<file path="src/design/dqs_pkg.sv">
package dqs_pkg;

  localparam int unsigned DEPTH_DEF      = 16;
  localparam int unsigned DATA_WIDTH_DEF = 32;

  localparam int unsigned OP_W     = 3;
  localparam int unsigned ITEM_W   = 32;
  localparam int unsigned STATUS_W = 2;
  localparam int unsigned POS_W    = 5;
  localparam int unsigned OCC_W    = 5;
  localparam int unsigned IN_DATA_W   = 32;
  localparam int unsigned IN_USER_W   = 8;
  localparam int unsigned OUT_DATA_W  = 16;
  localparam int unsigned OUT_USER_W  = 8;

  localparam logic [OP_W-1:0] OP_PUSH_FRONT = 3'd0;
  localparam logic [OP_W-1:0] OP_PUSH_BACK  = 3'd1;
  localparam logic [OP_W-1:0] OP_POP_FRONT  = 3'd2;
  localparam logic [OP_W-1:0] OP_POP_BACK   = 3'd3;
  localparam logic [OP_W-1:0] OP_SEARCH     = 3'd4;

  localparam logic [STATUS_W-1:0] ST_OK        = 2'd0;
  localparam logic [STATUS_W-1:0] ST_EMPTY     = 2'd1;
  localparam logic [STATUS_W-1:0] ST_FULL      = 2'd2;
  localparam logic [STATUS_W-1:0] ST_NOT_FOUND = 2'd3;

  // controller to datapath
  typedef struct packed {
    logic load_in;
    logic exec;
    logic srch_step;
    logic load_out;
  } dqs_cmd_t;

  // datapath to controller
  typedef struct packed {
    logic go_search;
    logic srch_done;
  } dqs_sts_t;

endpackage

</file>
<file path="src/design/double_ended_queue_search.sv">
// pushes, pops and unused ops go from input transfer through execute to the result;
// a search steps through the stored entries from the front until a match or the end;
// the search compares one stored entry per cycle
// through the single read port of the slot memory
// one item at a time: the next item is taken only once its result is registered
// reset (async, active low) empties the queue and clears front slot and output valid
module double_ended_queue_search
  import dqs_pkg::*;
#(
  parameter int unsigned DEPTH      = DEPTH_DEF,
  parameter int unsigned DATA_WIDTH = DATA_WIDTH_DEF
) (
  input  logic                  clk_i,
  input  logic                  rst_ni,
  input  logic                  s_axis_tvalid,
  output logic                  s_axis_tready,
  input  logic [IN_DATA_W-1:0]  s_axis_tdata,  // item_value[31:0]
  input  logic [IN_USER_W-1:0]  s_axis_tuser,  // op[2:0], zero fill
  output logic                  m_axis_tvalid,
  input  logic                  m_axis_tready,
  output logic [OUT_DATA_W-1:0] m_axis_tdata,  // position[4:0], occupancy[9:5], zero fill
  output logic [OUT_USER_W-1:0] m_axis_tuser   // status[1:0], zero fill
);

  dqs_cmd_t            cmd;
  dqs_sts_t            sts;
  logic [STATUS_W-1:0] status;
  logic [POS_W-1:0]    position;
  logic [OCC_W-1:0]    occupancy;

  dqs_ctrl u_ctrl (
    .clk_i       (clk_i),
    .rst_ni      (rst_ni),
    .in_valid_i  (s_axis_tvalid),
    .in_ready_o  (s_axis_tready),
    .out_valid_o (m_axis_tvalid),
    .out_ready_i (m_axis_tready),
    .sts_i       (sts),
    .cmd_o       (cmd)
  );

  dqs_datapath #(
    .DEPTH      (DEPTH),
    .DATA_WIDTH (DATA_WIDTH)
  ) u_datapath (
    .clk_i        (clk_i),
    .rst_ni       (rst_ni),
    .cmd_i        (cmd),
    .sts_o        (sts),
    .op_i         (s_axis_tuser[OP_W-1:0]),
    .item_value_i (s_axis_tdata[ITEM_W-1:0]),
    .status_o     (status),
    .position_o   (position),
    .occupancy_o  (occupancy)
  );

  assign m_axis_tdata = {{(OUT_DATA_W - POS_W - OCC_W){1'b0}}, occupancy, position};
  assign m_axis_tuser = {{(OUT_USER_W - STATUS_W){1'b0}}, status};

  // a taken item blocks the input until its result is registered
  a_one_in_flight: assert property (@(posedge clk_i) disable iff (!rst_ni)
    s_axis_tvalid && s_axis_tready |=> !s_axis_tready)
    else $error("input taken while an item is in flight");

  // the output register is never reloaded while it holds an untaken result
  a_no_overwrite: assert property (@(posedge clk_i) disable iff (!rst_ni)
    cmd.load_out |-> !(m_axis_tvalid && !m_axis_tready))
    else $error("pending result overwritten");

  // a failed operation never reports a position
  a_pos_only_found: assert property (@(posedge clk_i) disable iff (!rst_ni)
    m_axis_tvalid && (status != ST_OK) |-> position == '0)
    else $error("position set on a failed operation");

  // a refused push only happens on a full queue
  a_full_occ: assert property (@(posedge clk_i) disable iff (!rst_ni)
    m_axis_tvalid && (status == ST_FULL) |-> occupancy == OCC_W'(DEPTH))
    else $error("full status with queue not full");

endmodule

</file>
<file path="src/design/dqs_ram.sv">
module dqs_ram
  #(
  parameter int unsigned WIDTH = 32,
  parameter int unsigned DEPTH = 16
) (
  input  logic                     clk_i,
  input  logic                     we_i,
  input  logic [$clog2(DEPTH)-1:0] waddr_i,
  input  logic [WIDTH-1:0]         wdata_i,
  input  logic                     re_i,
  input  logic [$clog2(DEPTH)-1:0] raddr_i,
  output logic [WIDTH-1:0]         rdata_o
);

  logic [WIDTH-1:0] mem_q [DEPTH];
  logic [WIDTH-1:0] rdata_q;

  always_ff @(posedge clk_i) begin
    if (we_i) begin
      mem_q[waddr_i] <= wdata_i;
    end
    if (re_i) begin
      rdata_q <= mem_q[raddr_i];
    end
  end

  assign rdata_o = rdata_q;

endmodule

</file>
<file path="src/design/dqs_ctrl.sv">
module dqs_ctrl
  import dqs_pkg::*;
(
  input  logic     clk_i,
  input  logic     rst_ni,
  input  logic     in_valid_i,
  output logic     in_ready_o,
  output logic     out_valid_o,
  input  logic     out_ready_i,
  input  dqs_sts_t sts_i,
  output dqs_cmd_t cmd_o
);

  localparam logic [1:0] S_IDLE = 2'd0;
  localparam logic [1:0] S_EXEC = 2'd1;
  localparam logic [1:0] S_SRCH = 2'd2;
  localparam logic [1:0] S_DONE = 2'd3;

  logic [1:0] state_q, state_d;
  logic       out_valid_q, out_valid_d;
  logic       out_free;

  assign out_free = !out_valid_q || out_ready_i;

  always_comb begin
    state_d     = state_q;
    cmd_o       = '0;
    in_ready_o  = 1'b0;
    out_valid_d = out_valid_q && !out_ready_i;
    unique case (state_q)
      S_IDLE: begin
        in_ready_o = 1'b1;
        if (in_valid_i) begin
          cmd_o.load_in = 1'b1;
          state_d       = S_EXEC;
        end
      end
      S_EXEC: begin
        cmd_o.exec = 1'b1;
        state_d    = sts_i.go_search ? S_SRCH : S_DONE;
      end
      S_SRCH: begin
        cmd_o.srch_step = 1'b1;
        if (sts_i.srch_done) begin
          state_d = S_DONE;
        end
      end
      S_DONE: begin
        // wait until the output register can take the result
        if (out_free) begin
          cmd_o.load_out = 1'b1;
          out_valid_d    = 1'b1;
          state_d        = S_IDLE;
        end
      end
      default: state_d = S_IDLE;
    endcase
  end

  always_ff @(posedge clk_i or negedge rst_ni) begin
    if (!rst_ni) begin
      state_q     <= S_IDLE;
      out_valid_q <= 1'b0;
    end else begin
      state_q     <= state_d;
      out_valid_q <= out_valid_d;
    end
  end

  assign out_valid_o = out_valid_q;

endmodule

</file>
<file path="src/design/dqs_datapath.sv">
module dqs_datapath
  import dqs_pkg::*;
#(
  parameter int unsigned DEPTH      = DEPTH_DEF,
  parameter int unsigned DATA_WIDTH = DATA_WIDTH_DEF
) (
  input  logic                clk_i,
  input  logic                rst_ni,
  input  dqs_cmd_t            cmd_i,
  output dqs_sts_t            sts_o,
  input  logic [OP_W-1:0]     op_i,
  input  logic [ITEM_W-1:0]   item_value_i,
  output logic [STATUS_W-1:0] status_o,
  output logic [POS_W-1:0]    position_o,
  output logic [OCC_W-1:0]    occupancy_o
);

  localparam int unsigned IW = $clog2(DEPTH);
  localparam int unsigned CW = $clog2(DEPTH + 1);
  localparam int unsigned SW = IW + 1;
  localparam logic [SW-1:0] DEPTH_S = SW'(DEPTH);
  localparam logic [IW-1:0] LAST_SLOT = IW'(DEPTH - 1);
  localparam logic [CW-1:0] DEPTH_C = CW'(DEPTH);

  logic [OP_W-1:0]       op_q;
  logic [DATA_WIDTH-1:0] val_q;
  logic [IW-1:0]         front_q, front_d;
  logic [CW-1:0]         count_q, count_d;
  logic [CW-1:0]         k_q, k_d;
  logic                  cmp_vld_q, cmp_vld_d;
  logic [CW-1:0]         cmp_k_q;
  logic [STATUS_W-1:0]   res_status_q, res_status_d;
  logic [CW-1:0]         res_pos_q, res_pos_d;
  logic [STATUS_W-1:0]   out_status_q;
  logic [POS_W-1:0]      out_pos_q;
  logic [OCC_W-1:0]      out_occ_q;

  logic [63:0]           item_ext;
  logic                  full, empty;
  logic [SW-1:0]         sum_back, sum_srch;
  logic [IW-1:0]         slot_back, slot_srch, front_dec, front_inc;
  logic                  ram_we, ram_re;
  logic [IW-1:0]         ram_waddr;
  logic [DATA_WIDTH-1:0] ram_rdata;
  logic                  found, miss;

  assign item_ext = {32'd0, item_value_i};

  assign full  = count_q == DEPTH_C;
  assign empty = count_q == '0;

  // ring slot arithmetic, sums stay below twice the depth
  assign sum_back  = {1'b0, front_q} + {1'b0, count_q[IW-1:0]};
  assign sum_srch  = {1'b0, front_q} + {1'b0, k_q[IW-1:0]};
  assign slot_back = (sum_back >= DEPTH_S) ? IW'(sum_back - DEPTH_S) : sum_back[IW-1:0];
  assign slot_srch = (sum_srch >= DEPTH_S) ? IW'(sum_srch - DEPTH_S) : sum_srch[IW-1:0];
  assign front_dec = (front_q == '0) ? LAST_SLOT : front_q - 1'b1;
  assign front_inc = (front_q == LAST_SLOT) ? '0 : front_q + 1'b1;

  assign found = cmp_vld_q && (ram_rdata == val_q);
  assign miss  = !cmp_vld_q && (k_q >= count_q);

  assign sts_o.go_search = (op_q == OP_SEARCH) && !empty;
  assign sts_o.srch_done = found || miss;

  assign ram_re = cmd_i.srch_step && (k_q < count_q);

  always_comb begin
    front_d      = front_q;
    count_d      = count_q;
    k_d          = k_q;
    cmp_vld_d    = cmp_vld_q;
    res_status_d = res_status_q;
    res_pos_d    = res_pos_q;
    ram_we       = 1'b0;
    ram_waddr    = slot_back;
    if (cmd_i.exec) begin
      res_status_d = ST_OK;
      res_pos_d    = '0;
      k_d          = '0;
      cmp_vld_d    = 1'b0;
      unique case (op_q)
        OP_PUSH_FRONT: begin
          if (full) begin
            res_status_d = ST_FULL;
          end else begin
            front_d   = front_dec;
            ram_we    = 1'b1;
            ram_waddr = front_dec;
            count_d   = count_q + 1'b1;
          end
        end
        OP_PUSH_BACK: begin
          if (full) begin
            res_status_d = ST_FULL;
          end else begin
            ram_we  = 1'b1;
            count_d = count_q + 1'b1;
          end
        end
        OP_POP_FRONT: begin
          if (empty) begin
            res_status_d = ST_EMPTY;
          end else begin
            front_d = front_inc;
            count_d = count_q - 1'b1;
          end
        end
        OP_POP_BACK: begin
          if (empty) begin
            res_status_d = ST_EMPTY;
          end else begin
            count_d = count_q - 1'b1;
          end
        end
        OP_SEARCH: begin
          if (empty) begin
            res_status_d = ST_EMPTY;
          end
        end
        default: ;
      endcase
    end
    if (cmd_i.srch_step) begin
      // at most one read issued and one compare per cycle
      cmp_vld_d = ram_re;
      if (ram_re) begin
        k_d = k_q + 1'b1;
      end
      if (found) begin
        res_status_d = ST_OK;
        res_pos_d    = cmp_k_q + 1'b1;
      end else if (miss) begin
        res_status_d = ST_NOT_FOUND;
        res_pos_d    = '0;
      end
    end
  end

  always_ff @(posedge clk_i or negedge rst_ni) begin
    if (!rst_ni) begin
      front_q   <= '0;
      count_q   <= '0;
      k_q       <= '0;
      cmp_vld_q <= 1'b0;
    end else begin
      front_q   <= front_d;
      count_q   <= count_d;
      k_q       <= k_d;
      cmp_vld_q <= cmp_vld_d;
    end
  end

  always_ff @(posedge clk_i) begin
    if (cmd_i.load_in) begin
      op_q  <= op_i;
      val_q <= item_ext[DATA_WIDTH-1:0];
    end
    if (cmd_i.srch_step) begin
      cmp_k_q <= k_q;
    end
    res_status_q <= res_status_d;
    res_pos_q    <= res_pos_d;
    if (cmd_i.load_out) begin
      out_status_q <= res_status_q;
      out_pos_q    <= POS_W'(res_pos_q);
      out_occ_q    <= OCC_W'(count_q);
    end
  end

  dqs_ram #(
    .WIDTH (DATA_WIDTH),
    .DEPTH (DEPTH)
  ) u_ram (
    .clk_i   (clk_i),
    .we_i    (ram_we),
    .waddr_i (ram_waddr),
    .wdata_i (val_q),
    .re_i    (ram_re),
    .raddr_i (slot_srch),
    .rdata_o (ram_rdata)
  );

  assign status_o    = out_status_q;
  assign position_o  = out_pos_q;
  assign occupancy_o = out_occ_q;

endmodule
</file>
<file path="config.mk">
export PLATFORM = sky130hd
export DESIGN_NAME = double_ended_queue_search
export DESIGN_NICKNAME = d
export VERILOG_FILES = /design/src/design/dqs_pkg.sv /design/src/design/double_ended_queue_search.sv /design/src/design/dqs_ram.sv /design/src/design/dqs_ctrl.sv /design/src/design/dqs_datapath.sv
export SDC_FILE = /design/constraint.sdc
export NUM_CORES = 1
export LEC_CHECK = 0
export BUFFER_PORTS_ARGS = -buffer_cell sky130_fd_sc_hd__buf_2
export CORE_MARGIN = 2
export CORE_UTILIZATION = 45
export CTS_BUF_LIST = sky130_fd_sc_hd__clkbuf_8 sky130_fd_sc_hd__clkbuf_16
export DETAILED_ROUTE_END_ITERATION = 10
export SLEW_MARGIN = 20
export SYNTH_ARGS = -nofsm -noshare
export SYNTH_HDL_FRONTEND = slang
export SYNTH_HIERARCHICAL = 1
export SYNTH_SLANG_ARGS = --single-unit
</file>
<file path="constraint.sdc">
create_clock -name clk_i -period 7.72 [get_ports clk_i]
set_input_delay 0.386 -clock clk_i [delete_from_list [all_inputs] [get_ports clk_i]]
set_output_delay 0.386 -clock clk_i [all_outputs]
set_load 0.02 [all_outputs]
</file>
==> run_results.csv, run 1 <==
group,metric,value,unit
floorplan,start_util,45.76,%
critical_path,required,7.96,ns
clocking,cts_root_buf,"clkbuf_16",
timing,rsz0062_at_grt,"false",
floorplan,pin_count,70,
timing,worst_slew_pin_slew,1.060,ns
synthesis,synth_top_cells_by_area,"edfxtp_1 74%, mux4_2 12%, a22oi_1 2.0%",
flow_run,drv_cap,0,
timing,finalCritPeriodShare,54.17,%
synthesis,syn_inst,1176,
drt,num_vias,11456,
clocking,cts_tree,"done",
drt,avgRoutedWirePerCell,25.17,um
clocking,cts_setup_buffers,0,
cells_and_area,diodes,0,
hold_path,hold_class,"input pin to register",
critical_path,cp_slowest_stage_delay,0.72,ns
timing,relSlewSlack,29.36,%
drt,drc,0,
synthesis,yosys.area.top_type,"edfxtp_1",
floorplan,die_h,235.6,um
clocking,hold_buffers,35,
clocking,ctsLongestPathBuffers,3,
synthesis,synth_cell_types,51,
synthesis,yosysSeqAreaShare,76.58,%
power_and_ir_drop,p_comb_share,35.9,%
cells_and_area,drive_gt1_share,24.28,%
cells_and_area,fin_cells,2043,
cells_and_area,final_cell_mix,"596 x edfxtp_1, 128 x mux4_2, 70 x clkbuf_16",
grt,grt_antenna_before_repair,0,
power_and_ir_drop,switching_power,3.868,mW
clocking,h-tree-depth,3,
drt,first_iter_violations,1016,
synthesis,ys.flop_type,"edfxtp_1",
critical_path,worstPathCellList,"inv_1, ha_1, nand3_1, nor2_1, mux2i_1, nand2b_1, nor2_4, buf_4",
synthesis,netlist_area,24140,sq um
synthesis,netlist.area_leader.share,74.14,%
cells_and_area,final_util,52.58,%
grt,gr-total-overflow,0,
grt,grt_pass1_wl,76.64,mm
drt,first_pass_iters,5,
synthesis,synth_area_per_cell,20.53,sq um
timing,period_minus_slack,4.182,ns
floorplan,die_area,55510,sq um
synthesis,synth-edff-count,596,
critical_path,arrival,4.42,ns
critical_path,critical_path.top_delay_family,"simple AND/OR/NAND/NOR gates",
status,outcome,"finished, final reports clean",
floorplan,core-area,52760,sq um
synthesis,async_flop_share,2.899,%
drt,antenna_left,0,
timing,max_freq,239.1,MHz
drt,vias_per_cell,5.607,
power_and_ir_drop,power.density,422.9,nW/um^2
power_and_ir_drop,pwr-share-seq,38.6,%
critical_path,worst_path_max_delay_cell,"mux2i_1",
synthesis,ys_warn_count,6,
critical_path,start_kind,"register",
power_and_ir_drop,ir_drop,0.2838,mV
timing,worst_clock_skew,0.02289,ns
timing,setup_viol,0,
clocking,clkLatencyLatePin,0.59,ns
floorplan,num_rows,84,
grt,grt_max_degree,57,
drt,totalWireLength,51.42,mm
place,gp_congestion,0.7458,
power_and_ir_drop,p_int,7.864,mW
cells_and_area,syn_to_final_growth,14.91,%
clocking,cts_buffers,66,
place,io_buffers,52,
timing,tns,0,ns
power_and_ir_drop,swShare,32.97,%
cells_and_area,mostFrequentLayoutCell,"edfxtp_1",
clocking,cts_sinks,621,
critical_path,critPathCaptureType,"register",
power_and_ir_drop,clockPowerShare,25.5,%
synthesis,ys_ff_latch,621,
place,dpl.hpwl,27.15,mm
grt,grt_pass1_vias,11760,
timing,drv_slew,0,
timing,finalHoldViolations,0,
place,dpl.cell_count,1893,
power_and_ir_drop,leakagePower,9.077,nW
clocking,clk_pin_slew,0.06,ns
critical_path,cp_max_fo,17,
floorplan,fp.dieW,235.6,um
clocking,cts_resized,0,
grt,grt_usage,18.93,%
critical_path,cp_num_buf_inv,2,
cells_and_area,fin_nets,1378,
critical_path,crit_type,"register to register",
kinds of logic after synthesis:
| logic type | Yosys count | synth area share (%) |
|---|---|---|
| and+or+nand+nor | 139 | 2.747 |
| xor gates and xnor gates | 47 | 1.705 |
| other | 1 | 0.01553 |
| DFF | 621 | 76.58 |
| buffers and inverters | 87 | 1.736 |
| adders and majority gates | 26 | 1.441 |
| muxes | 132 | 12.13 |
| AOI/OAI and AO/OA | 123 | 3.639 |
registers in the layout, summed over array words and instances (netlist names):
signal,count
u_ctrl/out_valid_o,1
u_datapath/cmp_k_q,5
u_datapath/res_pos_q,5
u_datapath/u_ram/mem_q,512
u_datapath/val_q,32
u_datapath/k_q,5
u_datapath/count_q,5
u_datapath/res_status_q,2
u_datapath/occupancy_o,5
u_datapath/cmp_vld_q,1
u_datapath/u_ram/rdata_o,32
u_datapath/op_q,3
u_datapath/position_o,5
u_datapath/status_o,2
u_ctrl/state_q,2
u_datapath/front_q,4
final timing paths:
path / start / endpoint / slack [ns] / depth (start not counted)
worst max-delay path: u_ctrl/state_q[1]$_DFFE_PN0P_ / u_datapath/u_ram/mem_q[2][15]$_DFFE_PP_ / 3.54 / 8
worst min-delay path: s_axis_tdata[15] / u_datapath/val_q[15]$_DFFE_PP_ / 0.04 / 1
worst max register to register: u_ctrl/state_q[1]$_DFFE_PN0P_ / u_datapath/u_ram/mem_q[2][15]$_DFFE_PP_ / 3.54 / 8
worst min register to register: u_datapath/res_status_q[0]$_DFF_P_ / u_datapath/status_o[0]$_DFFE_PP_ / 0.43 / 0
max in group asynchronous: rst_ni / u_datapath/k_q[0]$_DFF_PN0_ / 7.10 / 2
min in group asynchronous: rst_ni / u_datapath/count_q[0]$_DFFE_PN0P_ / 0.29 / 2
routing by layer:
layer	track usage, %	wire length (um)	vias up
met5	0	0	-
met4	4.941	1084	0
met3	3.483	2420	66
met2	31.18	25410	298
met1	26.22	22500	6054
li1	-	-	5038
final cells by class:
class / count / area [sq um]
tap: 688 / 860.8
clock buffer: 71 / 1765
fill: 4160 / 25020
timing repair buffer: 115 / 824.5
multi-input combinational: 479 / 5428
clock inverter: 44 / 277.8
inverter: 25 / 96.34
sequential: 621 / 18490
synthesized netlist by cell type (14+ instances only):
cell type	n
a21oi_1	14
a22oi_1	65
buf_4	21
clkbuf_1	20
dfrtp_1	18
edfxtp_1	596
ha_1	23
inv_1	25
mux4_2	128
nand2_1	56
nand3_1	15
nor2_1	29
o21ai_0	15
xnor2_1	38
stage by stage:
stage / setup WS (ns) / area, sq um / hold slack, ns / total power, mW
floorplan: 3.091 / 24180 / 0.09041 / 7.679
global placement: 3.544 / 25340 / 0.3631 / 8.823
detailed placement: 3.460 / 25340 / 0.3669 / 8.871
CTS: 3.434 / 27740 / 0.007748 / 11.89
global route: 3.147 / 27740 / 0.02422 / 12.36
finish: 3.538 / 27740 / 0.04229 / 11.73
worst reg2reg max path: stages (launching register included):
cell and delay [ns]:
dfrtp_1 0.42, inv_1 0.10, ha_1 0.42, nand3_1 0.26
nor2_1 0.32, mux2i_1 0.72, nand2b_1 0.41, nor2_4 0.72
buf_4 0.45
power by group through the flow:
stage                     logic [mW]  registers (mW)  clock network, mW
after floorplan                 3.15            4.53                  0
after CTS                       4.29            4.53               3.06
after global routing            4.59            4.57               3.20
after detailed placement        4.27            4.60                  0
final                           4.21            4.52               3.00
after global placement          4.25            4.58                  0
(Power assumes the default switching activity.)
==> inputs of run 2 (changes only) <==
==> constraint.sdc (replaced) <==
create_clock -name clk_i -period 3.4 [get_ports clk_i]
set_input_delay 0.17 -clock clk_i [delete_from_list [all_inputs] [get_ports clk_i]]
set_output_delay 0.17 -clock clk_i [all_outputs]
set_load 0.02 [all_outputs]
==> run_results.csv, run 2 (synthesis gave the netlist of run 1 again) <==
group,metric,value,unit
power_and_ir_drop,swShare,33.54,%
drt,antenna_left,0,
clocking,clk_pin_slew,0.06,ns
place,gp_congestion,0.7577,
clocking,cts_root_buf,"clkbuf_16",
cells_and_area,fin_nets,1413,
clocking,cts_sinks,621,
cells_and_area,mostFrequentLayoutCell,"edfxtp_1",
power_and_ir_drop,power.density,941.8,nW/um^2
floorplan,num_rows,84,
drt,first_pass_iters,7,
clocking,cts_tree,"done",
timing,tns,0,ns
grt,grt_usage,18.93,%
timing,period_minus_slack,3.033,ns
clocking,clkLatencyLatePin,0.65,ns
grt,grt_pass1_wl,77.83,mm
cells_and_area,final_cell_mix,"596 x edfxtp_1, 128 x mux4_2, 65 x a22oi_1",
power_and_ir_drop,clockPowerShare,23.3,%
floorplan,die_area,55510,sq um
drt,vias_per_cell,5.644,
critical_path,required,3.72,ns
power_and_ir_drop,p_int,17.70,mW
place,dpl.hpwl,29.09,mm
floorplan,start_util,45.76,%
drt,first_iter_violations,1056,
floorplan,core-area,52760,sq um
place,io_buffers,52,
power_and_ir_drop,p_comb_share,38.4,%
timing,worst_clock_skew,0.03804,ns
drt,drc,0,
clocking,h-tree-depth,2,
status,outcome,"finished, final reports clean",
cells_and_area,drive_gt1_share,25.90,%
grt,grt_pass1_vias,12254,
drt,num_vias,11751,
critical_path,crit_type,"register to register",
timing,finalHoldViolations,0,
floorplan,fp.dieW,235.6,um
power_and_ir_drop,ir_drop,1.071,mV
timing,drv_slew,0,
power_and_ir_drop,pwr-share-seq,38.3,%
flow_run,drv_cap,0,
drt,totalWireLength,51.40,mm
critical_path,start_kind,"register",
clocking,cts_buffers,61,
cells_and_area,syn_to_final_growth,17.12,%
power_and_ir_drop,switching_power,8.932,mW
power_and_ir_drop,leakagePower,9.353,nW
critical_path,cp_max_fo,17,
critical_path,arrival,3.36,ns
place,dpl_cell_area,26050,sq um
timing,setup_viol,0,
floorplan,die_h,235.6,um
cells_and_area,regMostFlops,"u_datapath/u_ram/mem_q",
grt,gr-total-overflow,0,
clocking,ctsLongestPathBuffers,3,
timing,worst_slew_pin_slew,0.6776,ns
hold_path,hold_class,"input pin to async pin",
timing,finalCritPeriodShare,89.20,%
drt,avgRoutedWirePerCell,24.69,um
cells_and_area,largest_reg_flops,512,
critical_path,critPathCaptureType,"register",
timing,relSlewSlack,54.83,%
grt,grt_antenna_before_repair,0,
cells_and_area,design_area,28270,sq um
timing,rsz0062_at_grt,"false",
grt,grt_max_degree,58,
floorplan,pin_count,70,
cells_and_area,diodes,0,
timing,max_freq,329.7,MHz
-- run 2: cell type report --
| cell class | instances | area, sq um |
|---|---|---|
| tap | 688 | 860.8 |
| inverter | 25 | 96.34 |
| sequential | 621 | 18490 |
| multi-input combinational | 479 | 5453 |
| timing repair buffer | 155 | 1526 |
| fill | 4088 | 24490 |
| clock buffer | 61 | 1526 |
| clock inverter | 53 | 322.8 |
-- run 2: layer usage --
layer / vias up / GRT usage, % / routed length [um]
li1: 5120 / - / -
met4: 0 / 5.501 / 1089
met5: - / 0 / 0
met2: 313 / 31.33 / 25480
met1: 6240 / 26.38 / 22130
met3: 78 / 2.720 / 2710
-- run 2: power groups by stage --
stage          combinational (mW)  sequential [mW]  clock, mW
2_1_floorplan                7.20             10.3          0
3_5_place_dp                 10.4             10.4          0
3_3_place_gp                 10.3             10.3          0
6_report                     10.2             10.2       6.20
4_1_cts                      10.5             10.2       6.36
5_1_grt                      11.2             10.3       6.66
-- run 2: final timing paths --
path,startpoint,endpoint,slack (ns),cells after the start
min in group clk_i,s_axis_tvalid,u_ctrl/state_q[0]$_DFFE_PN0P_,0.06,4
worst min-delay path,rst_ni,u_datapath/count_q[4]$_DFFE_PN0P_,0.06,2
max in group asynchronous,rst_ni,u_ctrl/state_q[1]$_DFFE_PN0P_,3.01,2
worst min register to register,u_datapath/res_status_q[0]$_DFF_P_,u_datapath/status_o[0]$_DFFE_PP_,0.44,0
worst max-delay path,u_datapath/count_q[0]$_DFFE_PN0P_,u_datapath/u_ram/mem_q[0][9]$_DFFE_PP_,0.37,9
worst max register to register,u_datapath/count_q[0]$_DFFE_PN0P_,u_datapath/u_ram/mem_q[0][9]$_DFFE_PP_,0.37,9
-- run 2: metrics by stage --
stage / hold WS (ns) / setup WS [ns] / util (%) / power [mW] / std cells
2_1_floorplan: -0.1256 / -0.4067 / - / 17.47 / 1187
3_3_place_gp: 0.1631 / 0.3456 / 49.38 / 20.65 / 1931
3_5_place_dp: 0.1637 / 0.3074 / 49.38 / 20.78 / 1931
4_1_cts: 0.01201 / 0.2986 / 53.59 / 27.04 / 2082
5_1_grt: 0.04198 / 0.1539 / 53.59 / 28.14 / 2082
6_report: 0.05543 / 0.3673 / 53.59 / 26.63 / 2082
-- run 2: repair_timing --
action	CTS	global route
setup buffers	0	0
gates resized for setup	0	0
hold buffers	37	0
setup endpoints to repair	0	0
hold endpoints to repair	54	0
-- run 2: worst max-delay path: stages (launching register included) --
cell,delay [ns]
dfrtp_1,0.48
nor4_4,0.36
nand2_1,0.12
nand3_1,0.20
nor2_1,0.13
nand2_1,0.08
o21ai_0,0.20
or3b_2,0.66
nor3_4,0.27
buf_12,0.23
